[src/rtl/cht_pkg.sv]
`timescale 1ns / 1ps

package cht_pkg;

	// Sizes
	localparam int BUCKET_COUNT = 64;
	localparam int POOL_DEPTH   = 64;
	localparam int KEY_WIDTH    = 32;
	localparam int IDX_W        = $clog2(POOL_DEPTH);
	localparam int LINK_W       = IDX_W + 1;
	localparam int BKT_W        = $clog2(BUCKET_COUNT);
	localparam int CNT_W        = $clog2(POOL_DEPTH + 1);
	localparam int LOG2_W       = 3;
	localparam int MAX_LOG2     = 6;
	localparam int RESET_LOG2   = 3;

	typedef logic [KEY_WIDTH-1:0] key_t;
	typedef logic [IDX_W-1:0]     idx_t;
	typedef logic [LINK_W-1:0]    link_t;
	typedef logic [BKT_W-1:0]     bkt_t;
	typedef logic [CNT_W-1:0]     cnt_t;
	typedef logic [LOG2_W-1:0]    log2_t;
	typedef logic [1:0]           code_t;

	// "no entry" marker for heads and links
	localparam link_t NONE_LINK = LINK_W'(POOL_DEPTH);

	// request types
	localparam code_t REQ_LOOKUP = 2'd0;
	localparam code_t REQ_INSERT = 2'd1;
	localparam code_t REQ_REMOVE = 2'd2;

	// result status
	localparam code_t ST_OK   = 2'd0;
	localparam code_t ST_MISS = 2'd1;
	localparam code_t ST_FULL = 2'd2;

	typedef struct packed {
		logic  head_we;
		bkt_t  head_waddr;
		link_t head_wdata;
		bkt_t  head_raddr;
		logic  link_we;
		idx_t  link_waddr;
		link_t link_wdata;
		idx_t  link_raddr;
	} link_cmd_t;

	typedef struct packed {
		logic we;
		idx_t waddr;
		key_t wdata;
		idx_t raddr;
	} key_cmd_t;

endpackage

[src/rtl/cht_link_mem.sv]
`timescale 1ns / 1ps

// Bucket heads and entry links. Valid bits supply the reset contents:
// an unwritten head reads as empty, an unwritten link as the next entry.
module cht_link_mem (
	input  logic              clk,
	input  logic              arst_n,
	input  cht_pkg::link_cmd_t cmd,
	output cht_pkg::link_t    head_rd,
	output cht_pkg::link_t    link_rd
);
	import cht_pkg::*;

	link_t head_mem [BUCKET_COUNT];
	link_t link_mem [POOL_DEPTH];

	logic [BUCKET_COUNT-1:0] head_vld_q;
	logic [POOL_DEPTH-1:0]   link_vld_q;
	link_t head_raw_q;
	link_t link_raw_q;
	logic  head_hit_q;
	logic  link_hit_q;
	idx_t  link_addr_q;

	always_ff @(posedge clk) begin
		if (cmd.head_we) begin
			head_mem[cmd.head_waddr] <= cmd.head_wdata;
		end
		head_raw_q <= head_mem[cmd.head_raddr];
	end

	always_ff @(posedge clk) begin
		if (cmd.link_we) begin
			link_mem[cmd.link_waddr] <= cmd.link_wdata;
		end
		link_raw_q  <= link_mem[cmd.link_raddr];
		link_addr_q <= cmd.link_raddr;
	end

	always_ff @(posedge clk or negedge arst_n) begin
		if (!arst_n) begin
			head_vld_q <= '0;
			link_vld_q <= '0;
			head_hit_q <= 1'b0;
			link_hit_q <= 1'b0;
		end else begin
			if (cmd.head_we) begin
				head_vld_q[cmd.head_waddr] <= 1'b1;
			end
			if (cmd.link_we) begin
				link_vld_q[cmd.link_waddr] <= 1'b1;
			end
			head_hit_q <= head_vld_q[cmd.head_raddr];
			link_hit_q <= link_vld_q[cmd.link_raddr];
		end
	end

	assign head_rd = head_hit_q ? head_raw_q : NONE_LINK;
	assign link_rd = link_hit_q ? link_raw_q : (LINK_W'(link_addr_q) + LINK_W'(1));

endmodule

[src/rtl/cht_key_cmp.sv]
`timescale 1ns / 1ps

// Entry key store and the shared key comparator.
module cht_key_cmp (
	input  logic             clk,
	input  cht_pkg::key_cmd_t cmd,
	input  cht_pkg::key_t    ref_key,
	output logic             match
);
	import cht_pkg::*;

	key_t key_mem [POOL_DEPTH];
	key_t key_rd_q;

	always_ff @(posedge clk) begin
		if (cmd.we) begin
			key_mem[cmd.waddr] <= cmd.wdata;
		end
		key_rd_q <= key_mem[cmd.raddr];
	end

	assign match = (key_rd_q == ref_key);

endmodule

[src/rtl/cht_seq.sv]
`timescale 1ns / 1ps

// Request sequencer: insert, chain walk, unlink, free list and entry count.
module cht_seq (
	input  logic               clk,
	input  logic               arst_n,
	input  logic               start,
	input  cht_pkg::code_t     req_type,
	input  cht_pkg::key_t      key,
	input  cht_pkg::log2_t     log2_cfg,
	input  cht_pkg::link_t     head_rd,
	input  cht_pkg::link_t     link_rd,
	input  logic               match,
	output cht_pkg::link_cmd_t lcmd,
	output cht_pkg::key_cmd_t  kcmd,
	output cht_pkg::key_t      key_hold,
	output logic               busy,
	output logic               done,
	output cht_pkg::code_t     status,
	output cht_pkg::idx_t      entry_index,
	output cht_pkg::cnt_t      entries_held
);
	import cht_pkg::*;

	localparam logic [2:0] S_IDLE = 3'd0;
	localparam logic [2:0] S_INS  = 3'd1;
	localparam logic [2:0] S_HEAD = 3'd2;
	localparam logic [2:0] S_CMP  = 3'd3;
	localparam logic [2:0] S_REM  = 3'd4;

	logic [2:0] state_q;
	logic       is_rem_q;
	key_t       key_q;
	bkt_t       bkt_q;
	link_t      cur_q;
	link_t      prev_q;
	idx_t       steps_q;
	link_t      free_head_q;
	cnt_t       count_q;
	logic       done_q;
	code_t      status_q;
	idx_t       index_q;

	log2_t lg;
	bkt_t  bkt_in;
	idx_t  rd_addr;

	// bucket = key masked to lg low bits, lg saturated at MAX_LOG2
	always_comb begin
		lg = (log2_cfg > LOG2_W'(MAX_LOG2)) ? LOG2_W'(MAX_LOG2) : log2_cfg;
		for (int i = 0; i < BKT_W; i++) begin
			bkt_in[i] = key[i] & (i < int'(lg));
		end
	end

	always_comb begin
		rd_addr = free_head_q[IDX_W-1:0];
		case (state_q)
			S_HEAD: rd_addr = head_rd[IDX_W-1:0];
			S_CMP:  rd_addr = link_rd[IDX_W-1:0];
			default: begin
			end
		endcase

		lcmd = '0;
		kcmd = '0;
		lcmd.head_raddr = (state_q == S_IDLE) ? bkt_in : bkt_q;
		lcmd.link_raddr = rd_addr;
		kcmd.raddr      = rd_addr;

		case (state_q)
			S_INS: begin
				kcmd.we         = 1'b1;
				kcmd.waddr      = cur_q[IDX_W-1:0];
				kcmd.wdata      = key_q;
				lcmd.link_we    = 1'b1;
				lcmd.link_waddr = cur_q[IDX_W-1:0];
				lcmd.link_wdata = head_rd;
				lcmd.head_we    = 1'b1;
				lcmd.head_waddr = bkt_q;
				lcmd.head_wdata = cur_q;
			end
			S_CMP: begin
				if (match && is_rem_q) begin
					if (prev_q == NONE_LINK) begin
						lcmd.head_we    = 1'b1;
						lcmd.head_waddr = bkt_q;
						lcmd.head_wdata = link_rd;
					end else begin
						lcmd.link_we    = 1'b1;
						lcmd.link_waddr = prev_q[IDX_W-1:0];
						lcmd.link_wdata = link_rd;
					end
				end
			end
			S_REM: begin
				lcmd.link_we    = 1'b1;
				lcmd.link_waddr = cur_q[IDX_W-1:0];
				lcmd.link_wdata = free_head_q;
			end
			default: begin
			end
		endcase
	end

	always_ff @(posedge clk) begin
		if (state_q == S_IDLE && start) begin
			key_q    <= key;
			bkt_q    <= bkt_in;
			is_rem_q <= (req_type == REQ_REMOVE);
		end
	end

	always_ff @(posedge clk or negedge arst_n) begin
		if (!arst_n) begin
			state_q     <= S_IDLE;
			cur_q       <= NONE_LINK;
			prev_q      <= NONE_LINK;
			steps_q     <= '0;
			free_head_q <= '0;
			count_q     <= '0;
			done_q      <= 1'b0;
			status_q    <= ST_OK;
			index_q     <= '0;
		end else begin
			done_q <= 1'b0;
			case (state_q)
				S_IDLE: begin
					if (start) begin
						steps_q <= '0;
						prev_q  <= NONE_LINK;
						case (req_type)
							REQ_INSERT: begin
								if (free_head_q == NONE_LINK) begin
									done_q   <= 1'b1;
									status_q <= ST_FULL;
									index_q  <= '0;
								end else begin
									cur_q   <= free_head_q;
									state_q <= S_INS;
								end
							end
							REQ_LOOKUP, REQ_REMOVE: begin
								state_q <= S_HEAD;
							end
							default: begin
								done_q   <= 1'b1;
								status_q <= ST_MISS;
								index_q  <= '0;
							end
						endcase
					end
				end
				S_INS: begin
					free_head_q <= link_rd;
					count_q     <= count_q + CNT_W'(1);
					done_q      <= 1'b1;
					status_q    <= ST_OK;
					index_q     <= cur_q[IDX_W-1:0];
					state_q     <= S_IDLE;
				end
				S_HEAD: begin
					if (head_rd == NONE_LINK) begin
						done_q   <= 1'b1;
						status_q <= ST_MISS;
						index_q  <= '0;
						state_q  <= S_IDLE;
					end else begin
						cur_q   <= head_rd;
						state_q <= S_CMP;
					end
				end
				S_CMP: begin
					if (match) begin
						if (is_rem_q) begin
							state_q <= S_REM;
						end else begin
							done_q   <= 1'b1;
							status_q <= ST_OK;
							index_q  <= cur_q[IDX_W-1:0];
							state_q  <= S_IDLE;
						end
					end else if (link_rd == NONE_LINK ||
							steps_q == IDX_W'(POOL_DEPTH - 1)) begin
						done_q   <= 1'b1;
						status_q <= ST_MISS;
						index_q  <= '0;
						state_q  <= S_IDLE;
					end else begin
						prev_q  <= cur_q;
						cur_q   <= link_rd;
						steps_q <= steps_q + IDX_W'(1);
					end
				end
				S_REM: begin
					free_head_q <= cur_q;
					if (count_q != '0) begin
						count_q <= count_q - CNT_W'(1);
					end
					done_q   <= 1'b1;
					status_q <= ST_OK;
					index_q  <= cur_q[IDX_W-1:0];
					state_q  <= S_IDLE;
				end
				default: begin
					state_q <= S_IDLE;
				end
			endcase
		end
	end

	assign key_hold     = key_q;
	assign busy         = (state_q != S_IDLE);
	assign done         = done_q;
	assign status       = status_q;
	assign entry_index  = index_q;
	assign entries_held = count_q;

`ifndef SYNTHESIS
	// results only come out once the sequencer is back at rest
	a_done_idle: assert property (@(posedge clk) disable iff (!arst_n)
		done_q |-> state_q == S_IDLE)
		else $error("result strobe while busy");

	// free list empty exactly when the pool is fully used
	a_free_count: assert property (@(posedge clk) disable iff (!arst_n)
		(free_head_q == NONE_LINK) == (count_q == CNT_W'(POOL_DEPTH)))
		else $error("free list and entry count disagree");

	// the walk only visits real entries
	a_walk_entry: assert property (@(posedge clk) disable iff (!arst_n)
		(state_q == S_CMP || state_q == S_REM || state_q == S_INS) |-> !cur_q[LINK_W-1])
		else $error("chain walk on a none link");

	// a lookup hit is reported as done with status OK
	a_hit_index: assert property (@(posedge clk) disable iff (!arst_n)
		(state_q == S_CMP && match && !is_rem_q) |=> (done_q && status_q == ST_OK))
		else $error("lookup hit not reported");
`endif

endmodule

[src/rtl/chained_hash_table.sv]
`timescale 1ns / 1ps

// Chained hash table over a fixed pool of 64 entries.
//
// Request channel: drive req_type and key and raise start; the request is
// taken at a clock edge where start is high and busy is low. busy stays
// high until the request has finished. req_type: lookup, insert, remove;
// the spare code is a no-op that reports not found.
// Result: done pulses for one cycle with status, entry_index (handle into
// the external value store) and entries_held. The receiver cannot stall;
// it must take the result in that cycle.
// Config: cfg_data (log2 of the bucket count, saturated at 6) is written on
// cfg_valid; cfg_ready is always high. Write it only while idle. No rehash.
// Insert writes key, link and bucket head in its own state; a full table
// or the no-op answers from idle; lookup and remove read the bucket head,
// then visit chain entries one per cycle through the key comparator and
// link memory read port; remove adds a state that returns the entry to
// the free list. A new request may be taken in the done cycle.
// Reset: all buckets empty, free list 0..63 in order, count zero, 8
// buckets; no clearing pass, valid bits give the reset contents at once.
module chained_hash_table (
	input  logic                clk,
	input  logic                arst_n,
	input  logic                start,
	output logic                busy,
	input  cht_pkg::code_t      req_type,
	input  cht_pkg::key_t       key,
	input  logic                cfg_valid,
	output logic                cfg_ready,
	input  cht_pkg::log2_t      cfg_data,
	output logic                done,
	output cht_pkg::code_t      status,
	output cht_pkg::idx_t       entry_index,
	output cht_pkg::cnt_t       entries_held
);
	import cht_pkg::*;

	log2_t     bucket_count_log2_q;
	link_cmd_t lcmd;
	key_cmd_t  kcmd;
	link_t     head_rd;
	link_t     link_rd;
	logic      match;
	key_t      key_hold;

	// bucket count register; always ready, host keeps writes to idle time
	assign cfg_ready = 1'b1;

	always_ff @(posedge clk or negedge arst_n) begin
		if (!arst_n) begin
			bucket_count_log2_q <= LOG2_W'(RESET_LOG2);
		end else if (cfg_valid && cfg_ready) begin
			bucket_count_log2_q <= cfg_data;
		end
	end

	// sequencer owns free list, count and result register
	cht_seq u_seq (
		.clk          (clk),
		.arst_n       (arst_n),
		.start        (start),
		.req_type     (req_type),
		.key          (key),
		.log2_cfg     (bucket_count_log2_q),
		.head_rd      (head_rd),
		.link_rd      (link_rd),
		.match        (match),
		.lcmd         (lcmd),
		.kcmd         (kcmd),
		.key_hold     (key_hold),
		.busy         (busy),
		.done         (done),
		.status       (status),
		.entry_index  (entry_index),
		.entries_held (entries_held)
	);

	// bucket head and link memories, one read and one write port each
	cht_link_mem u_link_mem (
		.clk     (clk),
		.arst_n  (arst_n),
		.cmd     (lcmd),
		.head_rd (head_rd),
		.link_rd (link_rd)
	);

	// key memory; compares the fetched entry against the held request key
	cht_key_cmp u_key_cmp (
		.clk     (clk),
		.cmd     (kcmd),
		.ref_key (key_hold),
		.match   (match)
	);

endmodule
[config.mk]
export PLATFORM = sky130hd
export DESIGN_NAME = chained_hash_table
export DESIGN_NICKNAME = d
export VERILOG_FILES = /design/src/rtl/cht_pkg.sv /design/src/rtl/cht_link_mem.sv /design/src/rtl/cht_key_cmp.sv /design/src/rtl/cht_seq.sv /design/src/rtl/chained_hash_table.sv
export SDC_FILE = /design/constraint.sdc
export NUM_CORES = 2
export LEC_CHECK = 0
export ABC_AREA = 1
export BUFFER_PORTS_ARGS = -buffer_cell sky130_fd_sc_hd__buf_4
export CAP_MARGIN = 0
export CORE_MARGIN = 5
export CORE_UTILIZATION = 52
export CTS_CLUSTER_SIZE = 20
export DETAILED_ROUTE_END_ITERATION = 10
export PLACE_DENSITY = 0.64
export SLEW_MARGIN = 30
export SYNTH_ARGS = -nofsm -noshare
export SYNTH_HDL_FRONTEND = slang
export SYNTH_SLANG_ARGS = --single-unit
[constraint.sdc]
create_clock -name clk -period 15.09 [get_ports clk]
set_input_delay 2.2635 -clock clk [delete_from_list [all_inputs] [get_ports clk]]
set_output_delay 2.2635 -clock clk [all_outputs]
set_load 0.02 [all_outputs]
==> flow_metrics.env <==
export IMPL_chipWidth_um=523
export IMPL_syn_nets=12700
export IMPL_globalRouteOverflowTotal=0
export IMPL_timing_final_crit_share_pct=42.6
export IMPL_io_buffer_count=57
export IMPL_coreArea_mm2=0.262
export IMPL_synth_cells=12600
export IMPL_grt_first_pass_wirelength_um=579000
export IMPL_timing_slew_headroom_pct=28.1
export IMPL_worstHoldStart="u_link_mem.link_vld_q[16]"
export IMPL_final_fill_count=21200
export IMPL_status="finished clean"
export IMPL_dieArea_mm2=0.273
export IMPL_period_needed_ns=6.43
export IMPL_synth_cell_type_count=47
export IMPL_dp_hpwl_um=219000
export IMPL_worst_pin_slew_ns=1.08
export IMPL_grt_usage_pct=28.3
export IMPL_worstPathRequired_ns=15.92
export IMPL_num_nets_final=12600
export IMPL_route_detailed_drc=0
export IMPL_async_flop_share_pct=5.57
export IMPL_dr_pass1_iters=8
export IMPL_rsz0062_at_grt="false"
export IMPL_postCtsHoldBufs=0
export IMPL_clk_pin_slew_ns=0.06
export IMPL_path_class="reg -> reg"
export IMPL_startpoint="u_link_mem.link_hit_q"
export IMPL_final_cell_mix="nand2_1 (3610), edfxtp_1 (2983), nand3_1 (2048), inv_1 (1572), o211ai_1 (407)"
export IMPL_p_per_area_mw_per_mm2=213
export IMPL_drive_above_1_share_pct=7.04
export IMPL_grt_pass1_vias=87900
export IMPL_syn_area_per_cell_um2=10.8
export IMPL_setup_tns_ns=0
export IMPL_gp_congestion=0.896
export IMPL_cts_buffers=335
export IMPL_static_leakage_power_nw=60.4
export IMPL_antenna_found_initial=19
export IMPL_arrival_ns=7.26
export IMPL_cts_resized=0
export IMPL_cts_tree="done"
export IMPL_clock_skew_ns=0.0757
export IMPL_rows=188
export IMPL_wire_per_inst_um=24.2
export IMPL_placed_cells=15700
export IMPL_netlist_area_mm2=0.137
export IMPL_cts_root_buf="clkbuf_16"
export IMPL_start_util_pct=52.2
export IMPL_viasPerCell=5.73
export IMPL_whs_ns=0.451
export IMPL_ios=59
export IMPL_setup_viol=0
export IMPL_cap_violations=0
export IMPL_routed_wl_um=394000
export IMPL_ys_seq_elements=3214
export IMPL_hp_class="reg -> reg"
export IMPL_htreeDepth=5
export IMPL_die_h_um=523
export IMPL_irDropWorstVdd_mv=0.181
export IMPL_num_vias=93400
export IMPL_fin_cells=16300
export IMPL_worstPathMaxFanout=98
export IMPL_ys_seq_area_share_pct=69.6
export IMPL_hold_viol=0
export IMPL_critPathLaunchType="flop"
export IMPL_reg2reg_from="u_link_mem.link_hit_q"
export IMPL_grt_start_max_net_pins=268
export IMPL_endpoint_kind="flop"
export IMPL_clock_latency_ns=0.95
export IMPL_cts_max_path_buffers=4
export IMPL_drtIter0Drc=11800
export IMPL_area_delta_synth_final_pct=11.2
export IMPL_ant_nets=0
export IMPL_slew_violations=0
export IMPL_max_freq_mhz=156
export IMPL_clock_sinks=3214
export IMPL_layout_commonest_cell="nand2_1"
export IMPL_synth_edf_count=2983
export IMPL_synth_warnings=0
export IMPL_synth_ff_type="edfxtp_1"
export IMPL_post_cts_setup_buffer_count=0
flip-flops by register name, summed over array words and instances (netlist names), 32 cells and up:
name and count:
u_key_cmp.key_mem 2048, u_link_mem.head_mem 448, u_link_mem.link_mem 448, u_link_mem.head_vld_q 64, u_link_mem.link_vld_q 64, u_key_cmp.key_rd_q 32
u_seq.key_hold 32
report_power, final:
group	total [mW]	switching [mW]	internal [mW]
combinational	13.4	10.1	3.28
sequential	11.0	0.282	10.7
clock	8.06	3.48	4.58
total	32.4	13.8	18.6
worst paths after layout:
path | to | slack, ns | cells past startpoint
hold / removal | u_link_mem.link_vld_q[16] | 0.45 | 2
hold reg to reg | u_link_mem.link_vld_q[16] | 0.45 | 2
setup reg to reg | u_key_cmp.key_rd_q[22] | 8.66 | 17
max in group asynchronous | u_link_mem.link_vld_q[26] | 12.21 | 3
min in group asynchronous | u_seq.entries_held[2] | 1.20 | 1
setup / recovery | u_key_cmp.key_rd_q[22] | 8.66 | 17
kinds of logic (layout without fill, tap and decap cells):
logic type / after synthesis / after routing / synth area share, %
buf+inv: 2296 / 2482 / 6.74
compound gates: 754 / 754 / 3.62
fa+ha+maj: 8 / 8 / 0.0787
simple gates: 6309 / 6309 / 19.9
other cells: 1 / 6 / 0.00274
xor+xnor: 19 / 19 / 0.122
flops: 3214 / 3214 / 69.6
cell type report:
type / count / area [um2] / area share (%)
clock inverter: 169 / 1540 / 1.01
tap: 3515 / 4400 / 2.89
antenna: 5 / 12.5 / 0.00823
inverter: 1589 / 6010 / 3.95
sequential: 3214 / 95100 / 62.5
clock buffer: 445 / 9110 / 5.99
multi-input combinational: 7091 / 33400 / 22.0
timing repair buffer: 279 / 2420 / 1.59
stage by stage:
stage	total power, mW	area, um2	util [%]	setup WS (ns)
finish	32.4	152000	58.0	8.66
global placement	24.1	141000	53.8	8.85
floorplan	19.5	137000	-	9.94
detailed placement	24.2	141000	53.9	8.76
global route	34.0	152000	58.0	8.19
CTS	32.3	152000	57.9	8.77
routing by layer:
metal	GRT usage (%)	vias up	routed length, um
met1	40.2	45300	157000
li1	-	42300	-
met2	43.8	4987	178000
met3	4.78	842	40700
met5	0	-	81
met4	11.8	12	18100
critical path, cell delays in order, from the launching register on:
cell and delay [ns]:
dfrtp_1 0.42, nand2_1 0.09, o21ai_0 0.17, nand2_1 0.29, nand2_4 0.31, nand2_8 0.62, buf_4 0.70, buf_4 0.61
buf_4 0.70, buf_4 0.74, nand2_1 0.12, nand2_1 0.11, nand2_1 0.05, nand3_1 0.09, nand3_1 0.09, nand3_1 0.17
nand3_1 0.62, nand2_1 0.23
cell usage after synthesis, types with 5 or more instances:
cell	count	area [um2]
nand2_1	3617	13600
edfxtp_1	2983	89600
nand3_1	2050	10300
inv_1	1575	5910
o211ai_1	407	3060
buf_2	362	1810
nor2_1	324	1220
o21ai_0	266	1330
clkbuf_1	244	916
dfrtp_1	175	4380
or2_1	114	713
nand3b_1	81	608
or2_0	76	475
buf_1	68	255
dfxtp_1	52	1040
o21bai_1	29	218
buf_4	28	210
nand4_1	22	138
a21oi_1	14	70.1
o221ai_1	13	114
inv_2	11	41.3
o21ai_1	10	50.1
xor2_1	10	87.6
xnor2_1	9	78.8
ha_1	7	87.6
or2_2	7	43.8
nand2_2	6	37.5
a31oi_1	5	31.3
Note: power is estimated with default switching activity, not from simulation.
